**src/rtl/i2a_pkg.sv**
```systemverilog
// Shared types, character constants and the digit-to-ASCII function
// for the integer-to-ASCII converter. No dependencies.
`timescale 1ns / 1ps

package i2a_pkg;

    // command codes
    localparam logic [1:0] CMD_SIGNED_DEC   = 2'd0;
    localparam logic [1:0] CMD_UNSIGNED_DEC = 2'd1;
    localparam logic [1:0] CMD_HEX_LOWER    = 2'd2;
    localparam logic [1:0] CMD_HEX_UPPER    = 2'd3;

    localparam logic [7:0] CHAR_ZERO    = 8'h30;
    localparam logic [7:0] CHAR_MINUS   = 8'h2D;
    localparam logic [7:0] CHAR_LOWER_A = 8'h61;
    localparam logic [7:0] CHAR_UPPER_A = 8'h41;

    // floor(v / 10) == (v * RECIP_TEN) >> RECIP_SHIFT for every 32-bit v
    localparam logic [31:0] RECIP_TEN   = 32'hCCCC_CCCD;
    localparam int          RECIP_SHIFT = 35;

    localparam int MAX_DIGITS = 10;
    localparam int CNT_W      = $clog2(MAX_DIGITS + 1);
    localparam int IDX_W      = $clog2(MAX_DIGITS);

    typedef enum logic [1:0] {
        ST_IDLE,
        ST_CONV,
        ST_SIGN,
        ST_DIGIT
    } state_t;

    typedef struct packed {
        logic load;
        logic conv_step;
        logic emit_step;
        logic sel_sign;
    } ctrl_cmd_t;

    typedef struct packed {
        logic quot_zero;
        logic neg;
        logic one_left;
    } dp_status_t;

    function automatic logic [7:0] digit_char(input logic [3:0] d, input logic upper);
        logic [7:0] base;
        base = upper ? CHAR_UPPER_A : CHAR_LOWER_A;
        if (d < 4'd10) begin
            return CHAR_ZERO + {4'b0000, d};
        end else begin
            return base + {4'b0000, d} - 8'd10;
        end
    endfunction

endpackage

```
**src/rtl/i2a_ctrl.sv**
```systemverilog
// Controller: sequences load, digit conversion and character emission.
// Depends on i2a_pkg.
`timescale 1ns / 1ps

module i2a_ctrl (
    input  logic                  aclk,
    input  logic                  aresetn,
    input  logic                  s_valid,
    output logic                  s_ready,
    output logic                  m_valid,
    input  logic                  m_ready,
    input  i2a_pkg::dp_status_t   status,
    output i2a_pkg::ctrl_cmd_t    cmd
);

    i2a_pkg::state_t state_reg;
    i2a_pkg::state_t state_next;

    always_ff @(posedge aclk) begin
        if (!aresetn) begin
            state_reg <= i2a_pkg::ST_IDLE;
        end else begin
            state_reg <= state_next;
        end
    end

    always_comb begin
        state_next    = state_reg;
        s_ready       = 1'b0;
        m_valid       = 1'b0;
        cmd.load      = 1'b0;
        cmd.conv_step = 1'b0;
        cmd.emit_step = 1'b0;
        cmd.sel_sign  = 1'b0;
        unique case (state_reg)
            i2a_pkg::ST_IDLE: begin
                s_ready = 1'b1;
                if (s_valid) begin
                    cmd.load   = 1'b1;
                    state_next = i2a_pkg::ST_CONV;
                end
            end
            i2a_pkg::ST_CONV: begin
                cmd.conv_step = 1'b1;
                if (status.quot_zero) begin
                    state_next = status.neg ? i2a_pkg::ST_SIGN : i2a_pkg::ST_DIGIT;
                end
            end
            i2a_pkg::ST_SIGN: begin
                m_valid      = 1'b1;
                cmd.sel_sign = 1'b1;
                if (m_ready) begin
                    state_next = i2a_pkg::ST_DIGIT;
                end
            end
            i2a_pkg::ST_DIGIT: begin
                m_valid = 1'b1;
                if (m_ready) begin
                    cmd.emit_step = 1'b1;
                    if (status.one_left) begin
                        state_next = i2a_pkg::ST_IDLE;
                    end
                end
            end
            default: begin
                state_next = i2a_pkg::ST_IDLE;
            end
        endcase
    end

    // input and output sides are never open together
    a_no_overlap: assert property (@(posedge aclk) disable iff (!aresetn)
        !(s_ready && m_valid))
        else $error("input ready while a character is offered");

    // an accepted item is always followed by a conversion step, with no character offered
    a_conv_after_load: assert property (@(posedge aclk) disable iff (!aresetn)
        (s_valid && s_ready) |=> (cmd.conv_step && !m_valid))
        else $error("no conversion step after load");

    // the final digit taken returns the block to accepting input
    a_last_to_idle: assert property (@(posedge aclk) disable iff (!aresetn)
        (m_valid && m_ready && !cmd.sel_sign && status.one_left) |=> s_ready)
        else $error("not ready after the last character");

    // the sign is never the last character of an item
    a_sign_then_digit: assert property (@(posedge aclk) disable iff (!aresetn)
        (m_valid && m_ready && cmd.sel_sign) |=> (m_valid && !cmd.sel_sign))
        else $error("sign not followed by digits");

endmodule

```
**config.mk**
```make
export PLATFORM = sky130hd
export DESIGN_NAME = i2a_ctrl
export DESIGN_NICKNAME = d
export VERILOG_FILES = /design/src/rtl/i2a_pkg.sv /design/src/rtl/i2a_ctrl.sv
export SDC_FILE = /design/constraint.sdc
export NUM_CORES = 1
export LEC_CHECK = 0
export BUFFER_PORTS_ARGS = -buffer_cell sky130_fd_sc_hd__buf_2
export CORE_AREA = 4 4 41 43
export DETAILED_ROUTE_END_ITERATION = 8
export DIE_AREA = 0 0 45 47
export PLACE_DENSITY = 0.47
export SLEW_MARGIN = 20
export SYNTH_ARGS = -nofsm -noshare
export SYNTH_HDL_FRONTEND = slang
export SYNTH_SLANG_ARGS = --single-unit
```
**constraint.sdc**
```tcl
create_clock -name aclk -period 3.95 [get_ports aclk]
set_clock_uncertainty 0.15 [all_clocks]
set_input_delay 0.1975 -clock aclk [delete_from_list [all_inputs] [get_ports aclk]]
set_output_delay 0.1975 -clock aclk [all_outputs]
set_load 0.005 [all_outputs]
```
Yosys cells after proc, flatten, opt, wreduce, memory -nomap -nowiden. Index checks and enable logic that the tools add are counted.

Register bits after elaboration: 2. Bits in latches: 0. RAM bits: 0. ROM bits: 0. Bits of input ports: 7. Output and inout port bits: 6. Logic and storage cells: 27. Memories: 0.

Add/subtract/negate cells: 0. Multiply operators: 0. Div/mod/pow operators: 0. $lt $le $gt $ge: 0. Equality and inequality tests: 8. Shift-type cells: 0. Mux-type cells: 15. Bitwise gates (word level): 0. Reduce and logical (&&, ||, !) cells: 3.

Operators by type and width (number): 2-bit two-way mux (5); 2-bit != test (second input constant) (5); 1-bit two-way mux (9); 2-bit case mux with 4 select lines (1); 5-bit AND reduction (1); 2-bit == test (second input constant) (2); 2-bit by 1-bit == test with 1-bit output (second input constant) (1); 2-bit zero test (1); 2-bit OR reduction (1).

Longest topological paths before layout. Gate-level depths: netlist of the first run.

Depth in word-level cells: 3. Gate-level depth with buffers: 5. Gate-level depth less buffers: 5.

Worst setup path after synthesis of the first run. Ideal clock, no wire load.

Path kind: register to register. Start point: register state_reg[1]. End point: register state_reg[0]. Setup time: 0.125 ns. Data arrival time: 1.071 ns. Required time: 3.675 ns. Slack: 2.604 ns. Stages on the path, launching flop included: 6. Buffers on the path: 0. Period minus slack after synthesis: 1.346 ns. Cell sequence: dfxtp_1 > inv_1 > ha_1 > and3b_1 > o31ai_2 > mux2i_1.

Longest elaborated chain between the ends: 3.

RTL lines: start: declaration (line i2a_ctrl.sv:16) `i2a_pkg::state_t state_reg;`; start signal: assignment (line i2a_ctrl.sv:21) `state_reg <= i2a_pkg::ST_IDLE;`; start signal: assignment (line i2a_ctrl.sv:23) `state_reg <= state_next;`; 2-bit by 1-bit == test with 1-bit output, or another cell as far along (line i2a_ctrl.sv:35) `unique case (state_reg)`; 2-bit != test (no source line); 5-bit AND reduction (no source line).

Parallel ways exist; a longest one is shown, timed or not. A chain may end at the register's enable or synchronous reset.

==> reports/results.ini, run 1 <==
[grt]
antenna_found_initial = 0
grt_use_total = 0.0489
grt_max_degree = 7
grt_pass1_wl_um = 662
grt_pass1_vias = 183
grt_overflow = 0

[sta]
finalSetupViolCount = 0
worst_pin_slew_ns = 0.226
finalHoldViolCount = 0
fmax_ghz = 0.632
fin_tns_setup_ns = 0
rsz0062_at_grt = false
min_period_ns = 1.58
max_slew_margin = 0.849
post-route-period-util = 0.401
drv_slew = 0

[clock_tree]
cts_sinks = 2
clk_latency_ns = 0.22
root_buffer = clkbuf_4
cts_tree = built
cts_max_level = 1
clock_path_buffers = 2
path_clk_slew_ns = 0.03
post_cts_buffers = 0
numCtsBuffers = 3
ctsHoldBuffers = 0
ctsResizeCount = 0

[detailed_routing]
drtIter0Drc = 0
via_count = 198
vias_per_cell = 3.67
drc = 0
ant_nets = 0
dr.pass1.iters = 1
wl_um = 462
wl_per_cell_um = 8.56

[setup_path]
cp_max_fo = 6
worst_setup_path_start_kind = flip-flop
cp_data_arrival_time_ns = 1.24
r2r-start = state_reg[0]$_SDFFE_PN0P_
required_ns = 3.60
cp-startpoint = state_reg[0]$_SDFFE_PN0P_
endpoint_kind = output pin
worstSetupPathType = reg -> out

[floorplan]
die_width_um = 45
die_y_um = 47
rows = 13
coreArea_um2 = 1300
ioPinCount = 13
die-area_um2 = 2120
initial_core_util = 0.164

[power_and_ir_drop]
intPower_w = 0.000126
power_frac_seq = 0.203
p_switching_w = 0.0000822
vdd_ir_drop_max_uv = 235
switching_share = 0.395
share_comb_of_total_power = 0.580
clock_power_share = 0.216
p_per_area_nw_per_um2 = 660
leakagePower_nw = 0.176

[final_layout]
syn2layout_area_growth_pct = 47.4
antenna_cells = 0
fillers = 153
multi_input_area_um2 = 163
final_util = 0.242
seqCellArea_um2 = 40.0
largest_reg_flops = 2
finalInstanceArea_um2 = 315
drive_gt1_frac = 0.462
nNetsFinal = 52

[placement]
portBuffers = 12
dpl.hpwl_um = 382
gp_congestion = 0.627
placed_cell_area_um2 = 293

[yosys]
ys_ff_latch = 2
yosysUniqueCellTypes = 12
synth_cells = 24
synth.avg_cell_area_um2 = 8.91
ys_seq_area_frac = 0.187
ys_warn_count = 0
synth_area_um2 = 214
syn_nets = 35

[run_status]
status = finished clean

[hold_path]
worstHoldStart = aresetn
hold_path_class = in -> reg

[job]
cap_violations = 0

[synthesized netlist by cell type]
| library cell | count | share of area |
|---|---|---|
| ha_1 | 4 | 0.23 |
| inv_1 | 3 | 0.053 |
| nand2_1 | 3 | 0.053 |
| nand2b_1 | 3 | 0.088 |
| and2_1 | 2 | 0.058 |
| dfxtp_1 | 2 | 0.19 |
| mux2i_1 | 2 | 0.094 |
| and2b_1 | 1 | 0.035 |
| and3b_1 | 1 | 0.041 |
| nor2_2 | 1 | 0.029 |
| o2111ai_2 | 1 | 0.070 |
| o31ai_2 | 1 | 0.058 |
[worst max-delay path, stage by stage (launching register included)]
cell and delay, ns:
dfxtp_1 0.40, inv_1 0.09, ha_1 0.25, and2_1 0.15, buf_2 0.12
[path summary, 6_finish.rpt]
check | end | slack (ns) | depth (start not counted)
worst max register to register | state_reg[1]$_SDFFE_PN0P_ | 2.53 | 5
worst min-delay path | state_reg[0]$_SDFFE_PN0P_ | 0.12 | 3
worst max-delay path | cmd[3] | 2.37 | 4
worst min register to register | state_reg[1]$_SDFFE_PN0P_ | 0.37 | 2
[power groups by stage]
| stage | logic (W) | clock network [W] | registers (W) |
|---|---|---|---|
| CTS | 0.000124 | 0.0000495 | 0.0000422 |
| finish | 0.000121 | 0.0000451 | 0.0000423 |
| detailed placement | 0.000123 | 0 | 0.0000425 |
| floorplan | 0.0000853 | 0 | 0.0000394 |
| global placement | 0.000124 | 0 | 0.0000433 |
| global route | 0.000136 | 0.0000487 | 0.0000440 |
[cells by family after synthesis]
kind of cell | count (synthesis) | synth area share
adder cells (fa/ha/maj) | 4 | 0.234
buffers and inverters | 3 | 0.0526
multiplexers | 2 | 0.0936
AND/OR/NAND/NOR | 11 | 0.304
AO/OA/AOI/OAI | 2 | 0.129
flip-flops | 2 | 0.187
[cell type report]
| class | instances | share of cell area |
|---|---|---|
| multi-input cells | 19 | 0.516 |
| flip-flops and latches | 2 | 0.127 |
| clock buffers | 3 | 0.0714 |
| inverters | 3 | 0.0357 |
| well taps | 15 | 0.0595 |
| repair buffers | 12 | 0.190 |
[metal layers]
metal | wire length [um] | share of wire | global-route usage
met3 | 64 | 0.14 | 0.0153
met5 | 0 | 0 | 0
met4 | 0 | 0 | 0.0877
met2 | 200 | 0.43 | 0.0621
met1 | 197 | 0.43 | 0.0474
[placed cells by master, fill, tap and decap left out]
cell       count
buf_2         12
o2111ai_2      1
ha_1           4
nor2_2         1
mux2i_1        2
and2b_1        1
clkbuf_4       3
inv_1          3
and2_1         2
dfxtp_1        2
o31ai_2        1
and3b_1        1
nand2b_1       3
nand2_1        3
[metrics by stage]
| stage | setup WS (ns) | power, W | hold WS [ns] | instances |
|---|---|---|---|---|
| 6_report | 2.37 | 0.000208 | 0.120 | 54 |
| 5_1_grt | 2.29 | 0.000228 | 0.128 | 54 |
| 4_1_cts | 2.34 | 0.000215 | 0.110 | 54 |
| 3_5_place_dp | 2.52 | 0.000166 | 0.352 | 51 |
| 3_3_place_gp | 2.51 | 0.000168 | 0.355 | 51 |
| 2_1_floorplan | 2.60 | 0.000125 | 0.189 | 24 |
(Power assumes the default switching activity.)
==> run 2, diff against run 1 <==
--- a/config.mk
+++ b/config.mk
@@ -5,11 +5,12 @@
 export SDC_FILE = /design/constraint.sdc
 export NUM_CORES = 1
 export LEC_CHECK = 0
+export ABC_AREA = 1
 export BUFFER_PORTS_ARGS = -buffer_cell sky130_fd_sc_hd__buf_2
 export CORE_AREA = 4 4 41 43
 export DETAILED_ROUTE_END_ITERATION = 8
 export DIE_AREA = 0 0 45 47
-export PLACE_DENSITY = 0.47
+export PLACE_DENSITY = 0.51
 export SLEW_MARGIN = 20
 export SYNTH_ARGS = -nofsm -noshare
 export SYNTH_HDL_FRONTEND = slang
==> constraint.sdc (replaced) <==
create_clock -name aclk -period 1.6 [get_ports aclk]
set_clock_uncertainty 0.15 [all_clocks]
set_input_delay 0.08 -clock aclk [delete_from_list [all_inputs] [get_ports aclk]]
set_output_delay 0.08 -clock aclk [all_outputs]
set_load 0.005 [all_outputs]
==> run 2 against run 1 <==
Area after synthesis up 21%. Hold slack better by 0.016 ns. Combinational power rose to 3.0 times the previous value. Die area unchanged. Utilization up 4.8 points. Setup slack worse by 2.2 ns. Synthesized cell count up 83%. Register-to-register slack worse by 2.3 ns. Final area up 20%. Largest cell class unchanged.
==> reports/results.ini, run 2 <==
[floorplan]
die_y_um = 47  ; unchanged
die_width_um = 45  ; unchanged
initial_core_util = 0.199  ; was 0.164
die-area_um2 = 2120  ; unchanged
ioPinCount = 13  ; unchanged
rows = 13  ; unchanged
coreArea_um2 = 1300  ; unchanged

[final_layout]
largest_reg_flops = 2  ; unchanged
fillers = 161  ; was 153
antenna_cells = 0  ; unchanged
layout_common_cells = inv_1, buf_2, nand2_1  ; was buf_2, ha_1
nNetsFinal = 74  ; was 52
final_cells = 76  ; was 54
drive_gt1_frac = 0.344  ; was 0.462
syn2layout_area_growth_pct = 45.9  ; was 47.4%
seqCellArea_um2 = 40.0  ; unchanged
multi_input_area_um2 = 166  ; was 163 um^2

[setup_path]
worst_setup_path_start_kind = flip-flop  ; unchanged
cpLargestDelayFamily = simple AND/OR/NAND/NOR gates  ; was flip-flops
worst-path-buf-inv = 2  ; unchanged
required_ns = 1.56  ; was 3.60 ns
cp_max_fo = 5  ; was 6
cp_data_arrival_time_ns = 1.35  ; was 1.24 ns
worstSetupPathType = reg -> reg  ; was reg -> out
cp_slowest_cell = dfxtp_1  ; unchanged
max_stage_delay_ns = 0.39  ; was 0.40 ns
endpoint_kind = flip-flop  ; was output pin
crit_chain = inv_1 -> ha_1 -> nand2_1 -> inv_1 -> nor2_1 -> nand3_1 -> nand2_1 -> nor2_1  ; was inv_1 -> ha_1 -> and2_1 -> buf_2

[yosys]
ys_warn_count = 0  ; unchanged
synth_top_area_frac = 0.193  ; was 0.234
synth.avg_cell_area_um2 = 5.89  ; was 8.91 um^2
ys_seq_area_frac = 0.155  ; was 0.187
yosysTopAreaCell = ha_1  ; unchanged
synthArstFlopShare = 0  ; unchanged
synth_most_common_cell = inv_1  ; was ha_1
synth_flop_cell = dfxtp_1  ; unchanged
yosysUniqueCellTypes = 9  ; was 12
ys_ff_latch = 2  ; unchanged
synth_edf_count = 0  ; unchanged
synth_cells = 44  ; was 24
synth_area_um2 = 259  ; was 214 um^2
synth_commonest_cells = inv_1, nand2_1, nor2_1, ha_1, nand3_1  ; was ha_1, inv_1, nand2_1, nand2b_1
synth_area_leaders = ha_1, inv_1, nand2_1  ; was ha_1, dfxtp_1, mux2i_1
syn_nets = 55  ; was 35

[detailed_routing]
dr.pass1.iters = 2  ; was 1
met2_length_um = 246  ; was 200 um
drc = 0  ; unchanged
ant_nets = 0  ; unchanged
vias_per_cell = 3.41  ; was 3.67
via_count = 259  ; was 198
m1WireLength_um = 235  ; was 197 um
highest_layer = met3  ; unchanged
wl_met3_um = 39  ; was 64 um
drtIter0Drc = 1  ; was 0
wl_per_cell_um = 6.84  ; was 8.56 um
wl_um = 520  ; was 462 um

[clock_tree]
ctsResizeCount = 0  ; unchanged
post_cts_buffers = 0  ; unchanged
cts_tree = built  ; unchanged
clk_latency_ns = 0.22  ; about the same
cts_max_level = 1  ; unchanged
clock_path_buffers = 2  ; unchanged
cts_sinks = 2  ; unchanged
root_buffer = clkbuf_4  ; unchanged
path_clk_slew_ns = 0.03  ; about the same
numCtsBuffers = 3  ; unchanged

[sta]
fmax_ghz = 0.718
fin_tns_setup_ns = 0  ; unchanged
rsz0062_at_grt = false  ; unchanged
min_period_ns = 1.39
drv_slew = 0  ; unchanged
finalSetupViolCount = 0  ; unchanged
post-route-period-util = 0.871
max_slew_margin = 0.889  ; was 0.849
worst_pin_slew_ns = 0.166  ; was 0.226 ns
finalHoldViolCount = 0  ; unchanged

[grt]
antenna_found_initial = 0  ; unchanged
grt_pass1_vias = 250  ; was 183
grt_overflow = 0  ; unchanged
grt_pass1_wl_um = 917  ; was 662 um
grt_use_total = 0.0638  ; was 0.0489
grt_max_degree = 6  ; was 7

[power_and_ir_drop]
clock_power_share = 0.195  ; was 0.216
vdd_ir_drop_max_uv = 576  ; was 235 uV
p_per_area_nw_per_um2 = 1470  ; was 660 nW/um^2
intPower_w = 0.000314  ; was 0.000126 W
switching_share = 0.437  ; was 0.395
p_switching_w = 0.000243  ; was 0.0000822 W
share_comb_of_total_power = 0.642  ; was 0.580
power_frac_seq = 0.164  ; was 0.203
leakagePower_nw = 0.263  ; was 0.176 nW

[placement]
portBuffers = 12  ; unchanged
dpl.hpwl_um = 460  ; was 382 um
gp_congestion = 0.705  ; was 0.627
dp_cells = 72  ; was 51

[run_status]
status = finished clean  ; unchanged

[job]
cap_violations = 0  ; unchanged

[hold_path]
hold_path_class = in -> reg  ; unchanged

==> run 2: cell count changes in the layout (fill, tap and decap cells not counted), moves of 2 or more <==
cell      before  now
nand2b_1       3    0
nand2_1        3   11
and2_1         2    0
mux2i_1        2    0
inv_2          0    2
nor2_1         0    7
inv_1          3   12
nand2_4        0    2
nand3_1        0    3
==> run 2: routing by layer <==
| metal | track usage | vias to the layer above |
|---|---|---|
| li1 | - | 158 |
| met1 | 0.0655 | 95 |
| met2 | 0.0960 | 6 |
| met3 | 0.0230 | 0 |
| met4 | 0.0702 | 0 |
| met5 | 0 | - |
==> run 2: timing repair <==
action,CTS,global route
endpoints found under the hold margin,2,0
setup endpoints to repair,0,0
hold buffers,1,0
==> run 2: worst register-to-register path, stage by stage, from the launching register on <==
cell and delay, ns:
dfxtp_1 0.39, inv_1 0.08, ha_1 0.22, nand2_1 0.09, inv_1 0.04, nor2_1 0.13
nand3_1 0.09, nand2_1 0.06, nor2_1 0.04
==> run 2: power by group through the flow <==
stage / sequential (W) / combinational (W) / clock, W
after detailed placement: 0.0000919 / 0.000362 / 0
after global routing: 0.0000957 / 0.000419 / 0.000123
after floorplan: 0.0000912 / 0.000252 / 0
after CTS: 0.0000912 / 0.000365 / 0.000117
final: 0.0000914 / 0.000357 / 0.000108
after global placement: 0.0000918 / 0.000362 / 0
==> run 2: metrics by stage <==
stage | area [um^2] | setup WS, ns | utilization | hold slack, ns | total power [W]
CTS | 378 | 0.197 | 0.290 | 0.133 | 0.000574
global placement | 345 | 0.187 | 0.265 | 0.175 | 0.000454
global route | 378 | 0.0294 | 0.290 | 0.180 | 0.000639
finish | 378 | 0.206 | 0.290 | 0.136 | 0.000557
detailed placement | 345 | 0.203 | 0.265 | 0.175 | 0.000454
floorplan | 259 | 0.261 | - | 0.0507 | 0.000344
==> run 2: final cells by class <==
cell class              count  share of cell area
clock buffers               3              0.0596
inverters                  14               0.139
multi-input cells          28               0.440
flip-flops and latches      2               0.106
well taps                  15              0.0497
repair buffers             14               0.205
==> run 2: cells by family after synthesis <==
family | count (synthesis) | share of synthesized area
and+or+nand+nor | 24 | 0.449
buffers and inverters | 14 | 0.203
adders and majority gates | 4 | 0.193
DFF | 2 | 0.155
==> run 2: final timing paths <==
path,startpoint,endpoint,slack (ns),cells past startpoint
worst min-delay path,m_ready,state_reg[0]$_SDFFE_PN0P_,0.14,6
worst min register to register,state_reg[1]$_SDFFE_PN0P_,state_reg[1]$_SDFFE_PN0P_,0.40,2
worst max register to register,state_reg[1]$_SDFFE_PN0P_,state_reg[1]$_SDFFE_PN0P_,0.21,8
worst max-delay path,state_reg[1]$_SDFFE_PN0P_,state_reg[1]$_SDFFE_PN0P_,0.21,8
